### src/ffbsa_ram.sv
// ============================================================================
// ffbsa_ram
// Generic single-write, single-read RAM with registered read data.
// ============================================================================
module ffbsa_ram #(
    parameter int WIDTH = 8,
    parameter int DEPTH = 16
) (
    input  logic                                       i_clk,
    input  logic                                       i_we,
    input  logic [((DEPTH > 1) ? $clog2(DEPTH) : 1)-1:0] i_waddr,
    input  logic [WIDTH-1:0]                           i_wdata,
    input  logic                                       i_re,
    input  logic [((DEPTH > 1) ? $clog2(DEPTH) : 1)-1:0] i_raddr,
    output logic [WIDTH-1:0]                           o_rdata
);

    logic [WIDTH-1:0] mem [DEPTH];
    logic [WIDTH-1:0] r_rdata;

    always_ff @(posedge i_clk) begin
        if (i_we) begin
            mem[i_waddr] <= i_wdata;
        end
        if (i_re) begin
            r_rdata <= mem[i_raddr];
        end
    end

    assign o_rdata = r_rdata;

endmodule

### config.mk
export PLATFORM = sky130hd
export DESIGN_NAME = ffbsa_ram
export DESIGN_NICKNAME = d
export VERILOG_FILES = /design/src/ffbsa_ram.sv
export SDC_FILE = /design/constraint.sdc
export NUM_CORES = 1
export LEC_CHECK = 0
export BUFFER_PORTS_ARGS = -buffer_cell sky130_fd_sc_hd__buf_2
export CAP_MARGIN = 25
export CORE_MARGIN = 8
export CORE_UTILIZATION = 54
export DETAILED_ROUTE_END_ITERATION = 8
export PLACE_DENSITY_LB_ADDON = 0.1
export SYNTH_ARGS = -nofsm -noshare
export SYNTH_HDL_FRONTEND = slang
export SYNTH_SLANG_ARGS = --single-unit
### constraint.sdc
create_clock -name i_clk -period 4.2 [get_ports i_clk]
set_input_delay 0.21 -clock i_clk [delete_from_list [all_inputs] [get_ports i_clk]]
set_output_delay 0.21 -clock i_clk [all_outputs]
set_load 0.005 [all_outputs]
==> results.sh, run 1 <==
export IMPL_design_die_area_um2=13100
export IMPL_dp_cells=382
export IMPL_fin_util=0.628
export IMPL_diodes=0
export IMPL_cts_hold_buf=0
export IMPL_synth_seq_area_share=0.781
export IMPL_clock_latency_ns=0.51
export IMPL_antenna_found_initial=0
export IMPL_drc=0
export IMPL_maxCapViolations=0
export IMPL_nets=288
export IMPL_synth_area_leaders="edfxtp_1, mux4_2, mux4_1"
export IMPL_grt_pass1_vias=2497
export IMPL_hpwl_um=6110
export IMPL_crit_type="flop to flop"
export IMPL_final_common_cell="edfxtp_1"
export IMPL_relSlewSlack=0.369
export IMPL_cp_start_kind="flop"
export IMPL_finalPower_mw=3.00
export IMPL_clock_path_buffers=2
export IMPL_ioPinCount=27
export IMPL_htree_num_levels=4
export IMPL_cts_root_buffer="clkbuf_8"
export IMPL_drive_gt1_frac=0.270
export IMPL_hp_class="input port to flop"
export IMPL_period_share=0.364
export IMPL_final_cell_area_um2=6020
export IMPL_final_hold_viol_count=0
export IMPL_drt_pass1_iterations=4
export IMPL_setup_tns_ns=0
export IMPL_mostFrequentLayoutCells="edfxtp_1, buf_2, mux4_2"
export IMPL_avgSynthCellArea_um2=22.8
export IMPL_tightestPinTransition_ns=0.943
export IMPL_peakVddDrop_mv=0.241
export IMPL_core_um2=9590
export IMPL_yosys_warnings=0
export IMPL_yosys_register_bits=136
export IMPL_start_util=0.545
export IMPL_synthesis_nets=248
export IMPL_clock_sinks=136
export IMPL_synth_top_area_cell="edfxtp_1"
export IMPL_rsz0062_at_grt="false"
export IMPL_initialDrtViolationCount=217
export IMPL_numCtsBuffers=17
export IMPL_fmax_mhz=654
export IMPL_wire_per_inst_um=23.1
export IMPL_die_y_um=114
export IMPL_grt_max_degree=33
export IMPL_ant_nets=0
export IMPL_grt_pass1_wl_um=14700
export IMPL_cp_max_fo=1
export IMPL_drt_total_wl_um=9580
export IMPL_port_buffer_count=26
export IMPL_status="finished, final reports clean"
export IMPL_gp_congestion=0.698
export IMPL_overflow=0
export IMPL_leakage_nw=2.00
export IMPL_track_usage=0.161
export IMPL_vias=2374
export IMPL_cts_tree="yes"
export IMPL_die_w_um=114
export IMPL_cts_setup_buffers=0
export IMPL_layout_cells_non_filler=414
export IMPL_fin_ws_ns=2.67
export IMPL_drv_slew=0
export IMPL_synthCells=229
export IMPL_path_clk_slew_ns=0.06
export IMPL_cp_required_ns=4.45
export IMPL_yosysTopAreaCellShare=0.781
export IMPL_pre_cts_ws_ns=1.76
export IMPL_dpl_instance_area_um2=5470
export IMPL_area_delta_synth_final_pct=15.2
export IMPL_ctsResizeCount=0
export IMPL_setup_viol=0
export IMPL_placementRows=36
export IMPL_vias_per_cell=5.73
export IMPL_finClkSkew_ns=0.00594
export IMPL_p_per_area_nw_per_um2=498
export IMPL_fin_crit_ns=1.53
export IMPL_synth_area_um2=5230
export IMPL_holdWs_ns=0.0821
export IMPL_endpoint_kind="flop"
export IMPL_synth_cell_types=18
export IMPL_arrival_ns=1.78
## power by group
group / total (mW) / switching (mW) / internal, mW
sequential: 1.54 / 0.00772 / 1.53
combinational: 0.132 / 0.0770 / 0.0551
clock: 1.33 / 0.498 / 0.829
## synth_stat cells, drive strengths merged
library cell and count:
edfxtp 136, mux4 32, a22oi 16, nor2 13
nand2 9, buf 7, nor3 4, clkdlybuf4s25 3
nand2b 2, nand3b 2, and2 1, and2b 1
nand3 1, nor2b 1, or3b 1
## sequential cells by signal, indices dropped and copies added (netlist names)
register and cells:
mem 128, o_rdata 8
## cells by family after synthesis
family	count (synthesis)	synth area share
AOI/OAI and AO/OA	16	0.0230
buffers and inverters	10	0.0165
DFF	136	0.781
muxes	32	0.148
and+or+nand+nor	35	0.0314
## routing by layer
metal,part of all wire,GRT usage,wire (µm),vias up
met2,0.48,0.243,4620,71
met5,0,0,0,-
li1,-,-,-,1059
met4,0.020,0.0683,193,0
met1,0.45,0.209,4300,1230
met3,0.049,0.0538,471,14
## worst paths after layout
check / startpoint / depth (start not counted) / end / slack, ns
worst min-delay path: i_re / 1 / o_rdata[1] / 0.08
worst max-delay path: mem[11][1] / 3 / o_rdata[1] / 2.67
worst max register to register: mem[11][1] / 3 / o_rdata[1] / 2.67
worst min register to register: mem[4][1] / 3 / o_rdata[1] / 0.75
## critical path, stage by stage (launching register included)
cell and delay, ns:
edfxtp_1 0.38, mux4_1 0.49, a22oi_1 0.33, nand2_1 0.08
## cell type report
type,count,area (µm²)
multi-input combinational,83,1060
fill,669,3570
timing repair buffer,31,180
sequential,136,4080
clock buffer,20,425
tap,133,166
clock inverter,11,108
Note: power is estimated with default switching activity, not from simulation.
==> run 2, diff against run 1 <==
--- a/config.mk
+++ b/config.mk
@@ -5,6 +5,7 @@
 export SDC_FILE = /design/constraint.sdc
 export NUM_CORES = 1
 export LEC_CHECK = 0
+export ABC_AREA = 1
 export BUFFER_PORTS_ARGS = -buffer_cell sky130_fd_sc_hd__buf_2
 export CAP_MARGIN = 25
 export CORE_MARGIN = 8
==> constraint.sdc (replaced) <==
create_clock -name i_clk -period 1.6 [get_ports i_clk]
set_input_delay 0.08 -clock i_clk [delete_from_list [all_inputs] [get_ports i_clk]]
set_output_delay 0.08 -clock i_clk [all_outputs]
set_load 0.005 [all_outputs]
==> results.sh, run 2 <==
export IMPL_crit_type="flop to flop"
export IMPL_grt_max_degree=65
export IMPL_antenna_found_initial=0
export IMPL_ioPinCount=27
export IMPL_tightestPinTransition_ns=0.603
export IMPL_highest_layer="met4"
export IMPL_drt_total_wl_um=13400
export IMPL_yosys_register_bits=136
export IMPL_route_met2_wl_um=6210
export IMPL_p_per_area_nw_per_um2=1200
export IMPL_maxCapViolations=0
export IMPL_top_register="mem"
export IMPL_leakage_nw=2.93
export IMPL_track_usage=0.198
export IMPL_start_util=0.547
export IMPL_avgSynthCellArea_um2=10.6
export IMPL_postSynth_asyncResetShare=0
export IMPL_hp_class="input port to flop"
export IMPL_synth_top_area_cell="edfxtp_1"
export IMPL_initialDrtViolationCount=423
export IMPL_gp_congestion=0.788
export IMPL_synth_cell_types=11
export IMPL_endpoint_kind="flop"
export IMPL_setup_tns_ns=0
export IMPL_met1Wirelength_um=6010
export IMPL_hpwl_um=7970
export IMPL_setup_viol=0
export IMPL_fmax_mhz=845
export IMPL_final_cell_area_um2=6780
export IMPL_synth_area_mux_share=0
export IMPL_htree_num_levels=4
export IMPL_path_clk_slew_ns=0.06
export IMPL_drv_slew=0
export IMPL_peakVddDrop_mv=0.681
export IMPL_synthTopCellsByCount="nand2_1, edfxtp_1, inv_1"
export IMPL_finClkSkew_ns=0.00868
export IMPL_design_die_area_um2=14400
export IMPL_wire_per_inst_um=17.8
export IMPL_synth_area_um2=5850
export IMPL_synth_xor_area_frac=0
export IMPL_largest_reg_flops=128
export IMPL_vias=3875
export IMPL_diodes=0
export IMPL_area_delta_synth_final_pct=15.9
export IMPL_synth_edf_count=136
export IMPL_cp_start_kind="flop"
export IMPL_die_y_um=120
export IMPL_wl_met3_um=982
export IMPL_overflow=0
export IMPL_relSlewSlack=0.598
export IMPL_synthAdderAreaFrac=0
export IMPL_core_um2=10700
export IMPL_vias_per_cell=5.15
export IMPL_grt_pass1_vias=3817
export IMPL_drive_gt1_frac=0.131
export IMPL_synthesis_nets=570
export IMPL_drc=0
export IMPL_cts_tree="yes"
export IMPL_final_common_cell="nand2_1"
export IMPL_synth_top_family_by_area="simple AND/OR/NAND/NOR gates"
export IMPL_placementRows=38
export IMPL_final_hold_viol_count=0
export IMPL_dpl_instance_area_um2=6160
export IMPL_cts_root_buffer="clkbuf_8"
export IMPL_yosys_warnings=0
export IMPL_synth_area_leaders="edfxtp_1, nand2_1, nand3_1"
export IMPL_yosysTopAreaCellShare=0.698
export IMPL_die_w_um=120
export IMPL_clock_latency_ns=0.53
export IMPL_synth_compound_area_frac=0
export IMPL_port_buffer_count=26
export IMPL_numCtsBuffers=17
export IMPL_clock_path_buffers=2
export IMPL_cp_required_ns=1.88
export IMPL_clock_sinks=136
export IMPL_nets=618
export IMPL_rsz0062_at_grt="false"
export IMPL_status="finished, final reports clean"
export IMPL_synth_simple_area_share=0.208
export IMPL_arrival_ns=1.46
export IMPL_cp_max_fo=1
export IMPL_synth_most_common_cell="nand2_1"
export IMPL_drt_pass1_iterations=5
export IMPL_synth_ff_type="edfxtp_1"
export IMPL_period_share=0.739
export IMPL_grt_pass1_wl_um=21100
export IMPL_fin_crit_ns=1.18
export IMPL_mostFrequentLayoutCells="nand2_1, edfxtp_1, inv_1"
export IMPL_ant_nets=0
export IMPL_synth_seq_area_share=0.698
export IMPL_synthCells=551
[run 2: changes by cell type in the layout (fill, tap and decap cells not counted), sizes merged, moves of 2 or more]
cell	previous run	this run
clkinv	7	10
nand2	9	173
clkbuf	20	17
dlygate4sd3	0	7
inv	0	102
nand3	1	97
nor2	13	17
nor3	4	0
a22oi	16	0
mux4	32	0
nand2b	2	0
clkinvlp	2	4
buf	31	46
[run 2: worst paths after layout]
| path | depth (start not counted) | slack, ns | from | to |
|---|---|---|---|---|
| worst min-delay path | 1 | 0.01 | i_wdata[0] | mem[3][0] |
| worst min register to register | 6 | 0.75 | mem[14][4] | o_rdata[4] |
| worst max register to register | 6 | 0.42 | mem[11][5] | o_rdata[5] |
| worst max-delay path | 6 | 0.42 | mem[11][5] | o_rdata[5] |
[run 2: routing by layer]
metal | track usage | vias up
met5 | 0 | -
met4 | 0.0703 | 0
met3 | 0.0535 | 20
met2 | 0.308 | 159
met1 | 0.262 | 1815
li1 | - | 1881
[run 2: stage by stage]
stage           util  cells  hold WS [ns]  power [mW]  worst slack (ns)
6_report       0.634    752        0.0107        8.10             0.417
5_1_grt        0.634    752       0.00441        8.34             0.301
4_1_cts        0.634    752       0.00137        8.15             0.390
3_5_place_dp   0.576    713         0.458        4.60             0.221
3_3_place_gp   0.576    713         0.459        4.59             0.240
2_1_floorplan      -    551         0.179        4.39             0.569
[run 2: cell type report]
cell class                 instances  area, µm²
clock buffer                      17        414
clock inverter                    15        133
fill                             877       3920
inverter                         102        383
multi-input combinational        289       1210
sequential                       136       4080
tap                              140        175
timing repair buffer              53        375
[run 2: kinds of logic (layout without fill, tap and decap cells)]
kind of cell,count (synthesis),count (layout)
AND/OR/NAND/NOR,289,289
flip-flops,136,136
buffers and inverters,126,187
[run 2: what timing repair did]
item                                   in CTS  in global routing
buffers inserted                            0                  0
endpoints found under the hold margin     103                  0
hold buffers                                7                  0
gates resized for setup                     0                  0
[run 2: worst max-delay path: stages (launching register included)]
cell      delay, ns
edfxtp_1       0.36
inv_1          0.06
nand2_1        0.05
nand3_1        0.12
nand3_1        0.12
nand3_1        0.16
nand2_1        0.07
[run 2: report_power, final]
group / switching, mW / leakage [nW] / internal, mW
registers: 0.0211 / 1.24 / 4.01
clock network: 1.51 / 0.259 / 2.06
logic: 0.349 / 1.44 / 0.151
total: 1.88 / 2.93 / 6.22
